===== src/hw/rtl/tshd_pkg.sv =====
// Shared constants for the touch sensor hysteresis detector.
`default_nettype none

package tshd_pkg;

  localparam int FracBits = 8;
  localparam int CntW     = 10;
  localparam int LvlW     = 7;
  localparam int GainW    = 12;
  localparam int MaskW    = 8;
  localparam int ChW      = 3;
  localparam int ChgW     = 2;
  localparam int CfgIdxW  = 3;
  localparam int CfgDataW = 12;

  localparam logic [CfgIdxW-1:0] RegAvgCount = 3'd0;
  localparam logic [CfgIdxW-1:0] RegTouchLvl = 3'd1;
  localparam logic [CfgIdxW-1:0] RegRelLvl   = 3'd2;
  localparam logic [CfgIdxW-1:0] RegGain     = 3'd3;
  localparam logic [CfgIdxW-1:0] RegToggle   = 3'd4;
  localparam logic [CfgIdxW-1:0] RegIgnore   = 3'd5;

  localparam logic [CntW-1:0]  AvgCountRst = 10'd200;
  localparam logic [LvlW-1:0]  TouchLvlRst = 7'd95;
  localparam logic [LvlW-1:0]  RelLvlRst   = 7'd65;
  localparam logic [GainW-1:0] GainRst     = 12'd256;

  localparam logic [LvlW-1:0]  PctMax      = 7'd100;
  localparam logic [LvlW-1:0]  TouchLvlMin = 7'd1;

  localparam logic [ChgW-1:0] ChgNone    = 2'd0;
  localparam logic [ChgW-1:0] ChgTouch   = 2'd1;
  localparam logic [ChgW-1:0] ChgRelease = 2'd2;

endpackage

`default_nettype wire


===== src/hw/rtl/tshd_if.sv =====
// Handshake channel interfaces for samples, results and register writes.
`default_nettype none

interface tshd_in_if #(
  parameter int SampleBits = 10
);
  logic                          valid;
  logic                          ready;
  logic [tshd_pkg::ChW-1:0]      channel;
  logic [SampleBits-1:0]         sample;

  modport source (output valid, output channel, output sample, input ready);
  modport sink   (input valid, input channel, input sample, output ready);
endinterface

interface tshd_out_if;
  logic                          valid;
  logic                          ready;
  logic [tshd_pkg::ChW-1:0]      out_channel;
  logic [tshd_pkg::LvlW-1:0]     percent;
  logic                          touched;
  logic [tshd_pkg::ChgW-1:0]     change;

  modport source (output valid, output out_channel, output percent, output touched,
                  output change, input ready);
  modport sink   (input valid, input out_channel, input percent, input touched,
                  input change, output ready);
endinterface

interface tshd_cfg_if;
  logic                          valid;
  logic                          ready;
  logic [tshd_pkg::CfgIdxW-1:0]  index;
  logic [tshd_pkg::CfgDataW-1:0] data;

  modport source (output valid, output index, output data, input ready);
  modport sink   (input valid, input index, input data, output ready);
endinterface

`default_nettype wire


===== src/hw/rtl/touch_sensor_hysteresis_detector.sv =====
// Top level of the touch sensor hysteresis detector.
// Each accepted item (channel, sample) yields one result item with the scaled proximity
// percent, the reported touch status and a change code. The block handles one item at a
// time: with the filter on, an item passes the average multiply and the restoring divider
// that retires one quotient bit per cycle over SAMPLE_BITS + 8 steps, then the average
// write, gain, percent and clamp steps; with the filter bypassed it starts at the gain
// step, and on an ignored channel it goes straight to the output. One multiplier is reused
// for the average update and the two scaling products. A finished result waits in the
// output register while the next item is accepted. Register writes are taken in any cycle.
`default_nettype none

module touch_sensor_hysteresis_detector #(
  parameter int CHANNELS    = 8,
  parameter int SAMPLE_BITS = 10
) (
  input  wire logic       clk_i,
  input  wire logic       rst_ni,
  tshd_in_if.sink         in_if,
  tshd_out_if.source      out_if,
  tshd_cfg_if.sink        cfg_if
);

  localparam int AW     = SAMPLE_BITS + tshd_pkg::FracBits;
  localparam int DW     = AW + tshd_pkg::CntW;
  localparam int MA     = SAMPLE_BITS + tshd_pkg::GainW;
  localparam int MB     = tshd_pkg::GainW;
  localparam int PW     = MA + MB;
  localparam int CW     = (CHANNELS > 1) ? $clog2(CHANNELS) : 1;
  localparam int SW     = $clog2(AW + 1);
  localparam int LastCh = (CHANNELS > 8) ? 7 : CHANNELS - 1;

  localparam logic [3:0] StIdle   = 4'd0;
  localparam logic [3:0] StMulAvg = 4'd1;
  localparam logic [3:0] StLoad   = 4'd2;
  localparam logic [3:0] StDiv    = 4'd3;
  localparam logic [3:0] StWrite  = 4'd4;
  localparam logic [3:0] StGain   = 4'd5;
  localparam logic [3:0] StHund   = 4'd6;
  localparam logic [3:0] StPct    = 4'd7;
  localparam logic [3:0] StDone   = 4'd8;

  // configuration
  logic [tshd_pkg::CntW-1:0]  avg_cnt_q;
  logic [tshd_pkg::LvlW-1:0]  touch_lvl_q;
  logic [tshd_pkg::LvlW-1:0]  rel_lvl_q;
  logic [tshd_pkg::GainW-1:0] gain_q;
  logic                       toggle_q;
  logic [tshd_pkg::MaskW-1:0] ignore_q;

  // sequencer and datapath
  logic [3:0]                 state_q, state_d;
  logic [tshd_pkg::ChW-1:0]   ch_q;
  logic [CW-1:0]              idx_q;
  logic [SAMPLE_BITS-1:0]     smp_q;
  logic [SAMPLE_BITS-1:0]     level_q;
  logic [AW-1:0]              avg_rd_q;
  logic [PW-1:0]              prod_q;
  logic [tshd_pkg::CntW-1:0]  rem_q;
  logic [AW-1:0]              quo_q;
  logic [SW-1:0]              step_q;
  logic [tshd_pkg::LvlW-1:0]  pct_q;

  // per-channel state
  logic [AW-1:0]              avg_mem [CHANNELS];
  logic [CHANNELS-1:0]        avg_vld_q;
  logic [CHANNELS-1:0]        act_q;
  logic [CHANNELS-1:0]        psd_q;

  // output register
  logic                       out_valid_q;
  logic [tshd_pkg::ChW-1:0]   out_ch_q;
  logic [tshd_pkg::LvlW-1:0]  out_pct_q;
  logic                       out_touched_q;
  logic [tshd_pkg::ChgW-1:0]  out_chg_q;

  logic                       in_fire;
  logic                       out_load;
  logic [tshd_pkg::ChW-1:0]   ch_in;
  logic [CW-1:0]              idx_in;
  logic                       ignored_in;

  logic [MA-1:0]              mul_a;
  logic [MB-1:0]              mul_b;
  logic [PW-1:0]              mul_p;

  logic [DW-1:0]              dividend;
  logic [tshd_pkg::CntW:0]    trial;
  logic                       trial_ge;
  logic [PW-AW-1:0]           pct_raw;

  logic [tshd_pkg::LvlW-1:0]  t_lvl;
  logic [tshd_pkg::LvlW-1:0]  t_lvl_m1;
  logic [tshd_pkg::LvlW-1:0]  r_lvl;
  logic                       act_cur;
  logic                       psd_cur;
  logic                       status;
  logic                       psd_new;
  logic                       touched_new;
  logic [tshd_pkg::ChgW-1:0]  chg_raw;
  logic [tshd_pkg::ChgW-1:0]  chg_new;

  assign in_if.ready  = (state_q == StIdle);
  assign in_fire      = in_if.valid && in_if.ready;
  assign cfg_if.ready = 1'b1;

  assign ch_in      = (int'(in_if.channel) > LastCh) ? tshd_pkg::ChW'(LastCh) : in_if.channel;
  assign idx_in     = CW'(ch_in);
  assign ignored_in = ignore_q[ch_in];

  // shared multiplier
  always_comb begin
    mul_a = '0;
    mul_b = '0;
    case (state_q)
      StMulAvg: begin
        mul_a = MA'(avg_vld_q[idx_q] ? avg_rd_q : '0);
        mul_b = MB'(avg_cnt_q - tshd_pkg::CntW'(1));
      end
      StGain: begin
        mul_a = MA'(level_q);
        mul_b = gain_q;
      end
      StHund: begin
        mul_a = prod_q[MA-1:0];
        mul_b = MB'(tshd_pkg::PctMax);
      end
      default: begin
        mul_a = '0;
        mul_b = '0;
      end
    endcase
  end

  assign mul_p = mul_a * mul_b;

  // restoring divider step
  assign dividend = prod_q[DW-1:0] + DW'({smp_q, {tshd_pkg::FracBits{1'b0}}});
  assign trial    = {rem_q, quo_q[AW-1]};
  assign trial_ge = (trial >= {1'b0, avg_cnt_q});
  assign pct_raw  = prod_q[PW-1:AW];

  // threshold decision
  always_comb begin
    t_lvl = touch_lvl_q;
    if (touch_lvl_q < tshd_pkg::TouchLvlMin) begin
      t_lvl = tshd_pkg::TouchLvlMin;
    end else if (touch_lvl_q > tshd_pkg::PctMax) begin
      t_lvl = tshd_pkg::PctMax;
    end
    t_lvl_m1 = t_lvl - tshd_pkg::LvlW'(1);
    r_lvl    = (rel_lvl_q < t_lvl_m1) ? rel_lvl_q : t_lvl_m1;

    act_cur = act_q[idx_q];
    psd_cur = psd_q[idx_q];
    chg_raw = tshd_pkg::ChgNone;
    status  = act_cur;
    if (pct_q >= t_lvl) begin
      status  = 1'b1;
      chg_raw = act_cur ? tshd_pkg::ChgNone : tshd_pkg::ChgTouch;
    end else if (pct_q < r_lvl) begin
      status  = 1'b0;
      chg_raw = act_cur ? tshd_pkg::ChgRelease : tshd_pkg::ChgNone;
    end

    psd_new     = psd_cur;
    chg_new     = chg_raw;
    touched_new = status;
    if (toggle_q) begin
      if (chg_raw == tshd_pkg::ChgRelease) begin
        chg_new = tshd_pkg::ChgNone;
      end else if (chg_raw == tshd_pkg::ChgTouch) begin
        psd_new = !psd_cur;
        chg_new = psd_new ? tshd_pkg::ChgTouch : tshd_pkg::ChgRelease;
      end
      touched_new = psd_new;
    end
  end

  assign out_load = (state_q == StDone) && (!out_valid_q || out_if.ready);

  // sequencer
  always_comb begin
    state_d = state_q;
    case (state_q)
      StIdle: begin
        if (in_fire) begin
          if (ignored_in) begin
            state_d = StDone;
          end else if (avg_cnt_q == '0) begin
            state_d = StGain;
          end else begin
            state_d = StMulAvg;
          end
        end
      end
      StMulAvg: state_d = StLoad;
      StLoad:   state_d = StDiv;
      StDiv: begin
        if (step_q == SW'(AW - 1)) begin
          state_d = StWrite;
        end
      end
      StWrite:  state_d = StGain;
      StGain:   state_d = StHund;
      StHund:   state_d = StPct;
      StPct:    state_d = StDone;
      StDone: begin
        if (out_load) begin
          state_d = StIdle;
        end
      end
      default:  state_d = StIdle;
    endcase
  end

  always_ff @(posedge clk_i or negedge rst_ni) begin
    if (!rst_ni) begin
      state_q <= StIdle;
    end else begin
      state_q <= state_d;
    end
  end

  // configuration writes
  always_ff @(posedge clk_i or negedge rst_ni) begin
    if (!rst_ni) begin
      avg_cnt_q   <= tshd_pkg::AvgCountRst;
      touch_lvl_q <= tshd_pkg::TouchLvlRst;
      rel_lvl_q   <= tshd_pkg::RelLvlRst;
      gain_q      <= tshd_pkg::GainRst;
      toggle_q    <= 1'b0;
      ignore_q    <= '0;
    end else if (cfg_if.valid && cfg_if.ready) begin
      case (cfg_if.index)
        tshd_pkg::RegAvgCount: avg_cnt_q   <= cfg_if.data[tshd_pkg::CntW-1:0];
        tshd_pkg::RegTouchLvl: touch_lvl_q <= cfg_if.data[tshd_pkg::LvlW-1:0];
        tshd_pkg::RegRelLvl:   rel_lvl_q   <= cfg_if.data[tshd_pkg::LvlW-1:0];
        tshd_pkg::RegGain:     gain_q      <= cfg_if.data[tshd_pkg::GainW-1:0];
        tshd_pkg::RegToggle:   toggle_q    <= cfg_if.data[0];
        tshd_pkg::RegIgnore:   ignore_q    <= cfg_if.data[tshd_pkg::MaskW-1:0];
        default: ;
      endcase
    end
  end

  // average memory
  always_ff @(posedge clk_i) begin
    if (in_fire) begin
      avg_rd_q <= avg_mem[idx_in];
    end
    if (state_q == StWrite) begin
      avg_mem[idx_q] <= quo_q;
    end
  end

  // per-channel flags
  always_ff @(posedge clk_i or negedge rst_ni) begin
    if (!rst_ni) begin
      avg_vld_q <= '0;
      act_q     <= '0;
      psd_q     <= '0;
    end else begin
      if (state_q == StWrite) begin
        avg_vld_q[idx_q] <= 1'b1;
      end
      if (out_load) begin
        act_q[idx_q] <= status;
        psd_q[idx_q] <= psd_new;
      end
    end
  end

  // datapath registers
  always_ff @(posedge clk_i) begin
    case (state_q)
      StIdle: begin
        if (in_fire) begin
          ch_q    <= ch_in;
          idx_q   <= idx_in;
          smp_q   <= in_if.sample;
          level_q <= in_if.sample;
          pct_q   <= '0;
        end
      end
      StMulAvg: prod_q <= mul_p;
      StLoad: begin
        rem_q  <= dividend[DW-1:AW];
        quo_q  <= dividend[AW-1:0];
        step_q <= '0;
      end
      StDiv: begin
        rem_q  <= trial_ge ? tshd_pkg::CntW'(trial - {1'b0, avg_cnt_q})
                           : trial[tshd_pkg::CntW-1:0];
        quo_q  <= {quo_q[AW-2:0], trial_ge};
        step_q <= step_q + SW'(1);
      end
      StWrite:  level_q <= quo_q[AW-1:tshd_pkg::FracBits];
      StGain:   prod_q  <= mul_p;
      StHund:   prod_q  <= mul_p;
      StPct: begin
        pct_q <= (pct_raw > (PW-AW)'(tshd_pkg::PctMax)) ? tshd_pkg::PctMax
                                                        : pct_raw[tshd_pkg::LvlW-1:0];
      end
      default: ;
    endcase
  end

  // output register
  always_ff @(posedge clk_i or negedge rst_ni) begin
    if (!rst_ni) begin
      out_valid_q <= 1'b0;
    end else if (out_load) begin
      out_valid_q <= 1'b1;
    end else if (out_if.ready) begin
      out_valid_q <= 1'b0;
    end
  end

  always_ff @(posedge clk_i) begin
    if (out_load) begin
      out_ch_q      <= ch_q;
      out_pct_q     <= pct_q;
      out_touched_q <= touched_new;
      out_chg_q     <= chg_new;
    end
  end

  assign out_if.valid       = out_valid_q;
  assign out_if.out_channel = out_ch_q;
  assign out_if.percent     = out_pct_q;
  assign out_if.touched     = out_touched_q;
  assign out_if.change      = out_chg_q;

  a_busy_after_accept: assert property (@(posedge clk_i) disable iff (!rst_ni)
    in_fire |=> !in_if.ready)
    else $error("input ready while an item is in progress");

  a_pct_range: assert property (@(posedge clk_i) disable iff (!rst_ni)
    out_valid_q |-> out_pct_q <= tshd_pkg::PctMax)
    else $error("percent above full scale");

  a_chg_status: assert property (@(posedge clk_i) disable iff (!rst_ni)
    out_valid_q |-> ((out_chg_q == tshd_pkg::ChgNone)
                  || (out_chg_q == tshd_pkg::ChgTouch && out_touched_q)
                  || (out_chg_q == tshd_pkg::ChgRelease && !out_touched_q)))
    else $error("change code disagrees with status");

  a_div_steps: assert property (@(posedge clk_i) disable iff (!rst_ni)
    (state_q == StDiv) |-> (step_q < SW'(AW)))
    else $error("divider step count overrun");

endmodule

`default_nettype wire


===== src/flat_wrapper.sv =====
// flat-port wrapper written by rule: the top's interface ports become plain ports
module touch_sensor_hysteresis_detector_flat 
#(
  parameter int CHANNELS    = 8,
  parameter int SAMPLE_BITS = 10
)
  (clk_i, rst_ni, in_if_valid, in_if_channel, in_if_sample, in_if_ready, out_if_valid, out_if_out_channel, out_if_percent, out_if_touched, out_if_change, out_if_ready, cfg_if_valid, cfg_if_index, cfg_if_data, cfg_if_ready);
  tshd_in_if #(.SampleBits((10))) in_if_i ();
  tshd_out_if out_if_i ();
  tshd_cfg_if cfg_if_i ();
  input  wire logic clk_i;
  input  wire logic rst_ni;
  input wire logic [$bits(in_if_i.valid)-1:0] in_if_valid;
  input wire logic [$bits(in_if_i.channel)-1:0] in_if_channel;
  input wire logic [$bits(in_if_i.sample)-1:0] in_if_sample;
  output wire logic [$bits(in_if_i.ready)-1:0] in_if_ready;
  output wire logic [$bits(out_if_i.valid)-1:0] out_if_valid;
  output wire logic [$bits(out_if_i.out_channel)-1:0] out_if_out_channel;
  output wire logic [$bits(out_if_i.percent)-1:0] out_if_percent;
  output wire logic [$bits(out_if_i.touched)-1:0] out_if_touched;
  output wire logic [$bits(out_if_i.change)-1:0] out_if_change;
  input wire logic [$bits(out_if_i.ready)-1:0] out_if_ready;
  input wire logic [$bits(cfg_if_i.valid)-1:0] cfg_if_valid;
  input wire logic [$bits(cfg_if_i.index)-1:0] cfg_if_index;
  input wire logic [$bits(cfg_if_i.data)-1:0] cfg_if_data;
  output wire logic [$bits(cfg_if_i.ready)-1:0] cfg_if_ready;
  assign in_if_i.valid = in_if_valid;
  assign in_if_i.channel = in_if_channel;
  assign in_if_i.sample = in_if_sample;
  assign in_if_ready = in_if_i.ready;
  assign out_if_valid = out_if_i.valid;
  assign out_if_out_channel = out_if_i.out_channel;
  assign out_if_percent = out_if_i.percent;
  assign out_if_touched = out_if_i.touched;
  assign out_if_change = out_if_i.change;
  assign out_if_i.ready = out_if_ready;
  assign cfg_if_i.valid = cfg_if_valid;
  assign cfg_if_i.index = cfg_if_index;
  assign cfg_if_i.data = cfg_if_data;
  assign cfg_if_ready = cfg_if_i.ready;
  touch_sensor_hysteresis_detector #(.CHANNELS(CHANNELS), .SAMPLE_BITS(SAMPLE_BITS)) u_core (.clk_i(clk_i), .rst_ni(rst_ni), .in_if(in_if_i), .out_if(out_if_i), .cfg_if(cfg_if_i));
endmodule

===== config.mk =====
export PLATFORM = sky130hd
export DESIGN_NAME = touch_sensor_hysteresis_detector_flat
export DESIGN_NICKNAME = d
export VERILOG_FILES = /design/src/hw/rtl/tshd_pkg.sv /design/src/hw/rtl/tshd_if.sv /design/src/hw/rtl/touch_sensor_hysteresis_detector.sv /design/src/flat_wrapper.sv
export SDC_FILE = /design/constraint.sdc
export NUM_CORES = 1
export LEC_CHECK = 0
export BUFFER_PORTS_ARGS = -buffer_cell sky130_fd_sc_hd__buf_2
export CAP_MARGIN = 30
export CORE_ASPECT_RATIO = 1.1
export CORE_MARGIN = 4
export CORE_UTILIZATION = 50
export CTS_BUF_LIST = sky130_fd_sc_hd__clkbuf_8 sky130_fd_sc_hd__clkbuf_16
export CTS_CLUSTER_SIZE = 8
export DETAILED_ROUTE_END_ITERATION = 16
export PLACE_DENSITY_LB_ADDON = 0.1
export SETUP_SLACK_MARGIN = 0.05
export SYNTH_ARGS = -nofsm -noshare
export SYNTH_HDL_FRONTEND = slang
export SYNTH_SLANG_ARGS = --single-unit
export TNS_END_PERCENT = 5

===== constraint.sdc =====
create_clock -name clk_i -period 7.1 [get_ports clk_i]
set_clock_uncertainty 0.05 [all_clocks]
set_input_delay 0.71 -clock clk_i [delete_from_list [all_inputs] [get_ports clk_i]]
set_output_delay 0.71 -clock clk_i [all_outputs]
set_load 0.05 [all_outputs]

==> summary by stage <==
Run status
The flow ran to the end, and the final reports show no timing, DRC or antenna violations.

Pwr
Per report_power, the combinational group accounts for 38.7% of the total. The share of power burned in registers is 36.9%. VDD sags by at most 0.178 mV. The net switching component of the power is 3.51 mW. The fraction of power consumed by the clock network is 24.4%.

The static leakage power is 11.8 nW. Cell internal power was estimated by the tool at 5.77 mW. Net switching is 37.8% of the power.

The areal power density over the cells is 341 mW/mm^2.

Floorplanning
The vertical extent of the die is 235 um. In this run the core area contains 82 standard-cell rows. In this run the count of I/O pins placed on the die edge is 49.

In this run the standard cell core region covers 0.0459 sq mm. The area of the die is 0.0502 sq mm. The initial cell density of the core is 50.9%. The die span in x is 214 um.

Final layout
The cell area after layout is 0.0272 sq mm. The count of placed standard cells in the final layout, fillers left out is 2,813. The area taken by multi-input logic gates is 0.0125 sq mm. The number of diodes is 0. The ratio of cells with drive above 1 in the final layout is 20.1%. The final net count is 2,546. Cells fill 59.3% of the core in the end. From synthesis to final layout, the design area changed by 16.4%. In the final layout, flip-flops and latches occupy 0.0100 sq mm. The number of filler instances in the final layout is 3,838.

Synthesis
In the synthesized netlist the async set-or-reset flop fraction comes to 21.4%. The number of standard cells after synthesis is 1,993. The number of distinct library cells after synthesis is 70.

Among all flip-flop cells after synthesis, the most frequent one is edfxtp_1. After synthesis, the cell types taking the most area are edfxtp_1 35%, fa_1 17%, dfrtp_1 6.6%, ha_1 6.3%, nand2_1 4.5%. The library cell with the highest instance count after synthesis is nand2_1. The register bit count reported by yosys is 346. The sequential share of the synthesized area is 43.0%.

The synthesized cell area is 0.0234 sq mm. The number of enable flip-flop cells after synthesis is 272. The number of warning messages in the yosys log is 0. Each instance of the synthesized netlist takes up on average 11.7 sq um. The top-area cell type share of the netlist area is 35.0%. Counting instances in the post-synthesis netlist gives the leading cell types as 280 x nand2_1, 272 x edfxtp_1, 272 x inv_1, 202 x fa_1, 118 x ha_1. The biggest area contributor in the post-synthesis netlist is edfxtp_1.

Hold path
The worst hold path begins at in_if_sample[0]. The worst hold-check path type is input pin to flop.

Clocking
TritonCTS built the clock tree. The clock latency on the worst-skew pair is 0.61 ns. The cell at the root of the clock tree is clkbuf_16. Buffers inserted during clock tree synthesis total 50. The number of clock sinks is 346.

The clock transition at the registers of the reported paths is 0.05 ns. The number of levels in the clock H-tree is 2. The clock passes through at most 3 buffers.

Worst setup path
In this run the critical register-to-register path is launched from u_core.ch_q[2]$_DFFE_PP_. STA classifies the critical path startpoint as a flop. The largest fanout on the critical path is 7. For the worst setup path, the data arrival time is 7.20 ns. The sort of element at the end of the critical path is a flop.

The category of the most critical setup path is flop to flop. The critical path starts at u_core.ch_q[2]$_DFFE_PP_. The data required time of the worst path is 7.37 ns.

STA
For this run, the top clock speed supported by timing is 144 MHz. The count of final max-slew check failures was 0. Of the available clock period, the critical path in the final layout requires 97.6%.

Setup repair after global routing could not meet its margin everywhere. The sum of negative setup slack is 0 ns. The final period demand of the worst path is 6.93 ns. At the pin with the least slew margin, the transition time is 0.939 ns. The final-report hold violation count is 0. Setup violations remaining at the end of the flow were counted as 0. The relative slew slack is 37.0%.

Global route
The first-pass GRT wire length is 94.3 mm. Entering global routing, the biggest net connects 75 pins. The global routing met1 resource utilization is 33.1%. The number of antenna violations at the first check in global routing is 0.

In this run the most used layer during global routing was met2. The global-route met3 utilization is 5.57%. Global routing consumed, on the met2 layer, 38.3% of the routing resources.

Global routing finished with a remaining overflow of 0. The overall fraction of global-route tracks in use is 24.0%. The via count of the first global-routing pass is 16,700.

Place
During placement, the flow inserted port buffers numbering 47. The last weighted congestion value of the routability-driven placer is 0.892. The placed standard-cell area is 0.0251 sq mm. The half-perimeter wire length after detailed placement is 44.2 mm. The number of placed instances, taps included, is 2,706.

Detailed routing
The number of vias after detailed routing is 15,700. The violation count after the first detailed-routing iteration is 1,181. The first detailed-routing pass took 5 iterations. Dividing the detail-routed wire length by the instance count gives 21.1 um.

The remaining routing DRC violations is 0. The number of routed nets with antenna violations is 0. After detailed routing, the number of vias per cell comes to 5.57. The routed design has 59.4 mm of wire.

Run
The tool flagged a number of max-cap violations equal to 0.
power by group through the flow:
stage / registers, mW / clock network, mW / logic (mW)
2_1_floorplan: 3.22 / 0 / 2.33
3_3_place_gp: 3.42 / 0 / 3.33
3_5_place_dp: 3.43 / 0 / 3.38
4_1_cts: 3.40 / 2.31 / 3.45
5_1_grt: 3.47 / 2.40 / 4.01
6_report: 3.42 / 2.27 / 3.59
sequential cells by signal (all words and copies together) (netlist names), 10 cells and up:
name and flops:
u_core.avg_cnt_q 10, u_core.avg_mem 144, u_core.avg_rd_q 18, u_core.gain_q 12, u_core.level_q 10, u_core.prod_q 34
u_core.quo_q 18, u_core.rem_q 10, u_core.smp_q 10
routing by layer:
metal	up-vias	wire (um)
met3	120	3910
met4	0	1790
met2	444	27700
li1	7147	-
met5	-	0
met1	7947	26000
timing repair:
action,4_1_cts,5_1_grt
resized for setup,13,73
buffers inserted,8,13
hold buffers,0,1
setup endpoints to repair,10,15
pin swaps,3,36
gates cloned,0,0
endpoints found under the hold margin,0,5
cell usage in the layout (no fill, tap or decap), types with 25 or more instances in the layout:
master / count
a21oi_1: 56
and2_1: 35
buf_2: 46
buf_4: 116
clkbuf_16: 50
conb_1: 37
dfrtp_1: 62
edfxtp_1: 272
fa_1: 199
ha_1: 108
inv_1: 299
mux2_2: 78
mux4_2: 39
nand2_1: 274
nand3_1: 25
nor2_1: 94
o21ai_0: 46
xnor2_1: 36
cells by family after synthesis:
family / Yosys count / share of synthesized area, %
xor gates and xnor gates: 58 / 2.18
other: 2 / 0.0322
AOI/OAI and AO/OA: 251 / 7.07
DFF: 346 / 43.0
and+or+nand+nor: 549 / 10.6
buffers and inverters: 337 / 5.47
adders and majority gates: 320 / 23.6
muxes: 130 / 8.08
worst paths after layout:
check / endpoint / slack [ns] / cells past startpoint
setup / recovery: u_core.prod_q[28]$_DFFE_PP_ / 0.17 / 25
hold / removal: u_core.smp_q[0]$_DFFE_PP_ / 0.27 / 1
setup reg to reg: u_core.prod_q[28]$_DFFE_PP_ / 0.17 / 25
hold reg to reg: u_core.avg_vld_q[0]$_DFFE_PN0P_ / 0.43 / 1
max in group asynchronous: u_core.avg_cnt_q[6]$_DFFE_PN1P_ / 5.96 / 3
min in group asynchronous: u_core.act_q[3]$_DFFE_PN0P_ / 0.41 / 2
metrics by stage:
| stage | setup WS, ns | power [mW] | hold slack, ns |
|---|---|---|---|
| finish | 0.170 | 9.28 | 0.274 |
| CTS | 0.0509 | 9.17 | 0.236 |
| global route | -0.0561 | 9.88 | 0.252 |
| detailed placement | -0.173 | 6.82 | 0.416 |
| global placement | -0.128 | 6.76 | 0.411 |
| floorplan | 0.274 | 5.56 | 0.364 |
layout make-up:
cell class	instances	share of cell area, %
clock buffers	52	4.70
repair buffers	177	4.89
multi-input cells	1345	46.1
flip-flops and latches	346	36.9
well taps	588	2.71
clock inverters	32	0.889
inverters	273	3.77
critical path: stages (launching register included):
cell      delay [ns]
edfxtp_1        0.53
buf_4           0.20
nor3b_4         0.15
a221oi_2        0.31
a31oi_4         0.19
buf_6           0.18
buf_6           0.14
a22o_4          0.27
buf_4           0.16
and2_1          0.14
fa_1            0.49
inv_1           0.06
fa_1            0.55
inv_1           0.06
fa_1            0.50
fa_1            0.57
inv_1           0.06
fa_1            0.53
inv_1           0.06
ha_4            0.27
o21a_1          0.16
nand3_1         0.09
a211o_1         0.29
and3_4          0.17
or2_2           0.30
a21boi_0        0.13
Power figures use the tool's default switching activity.
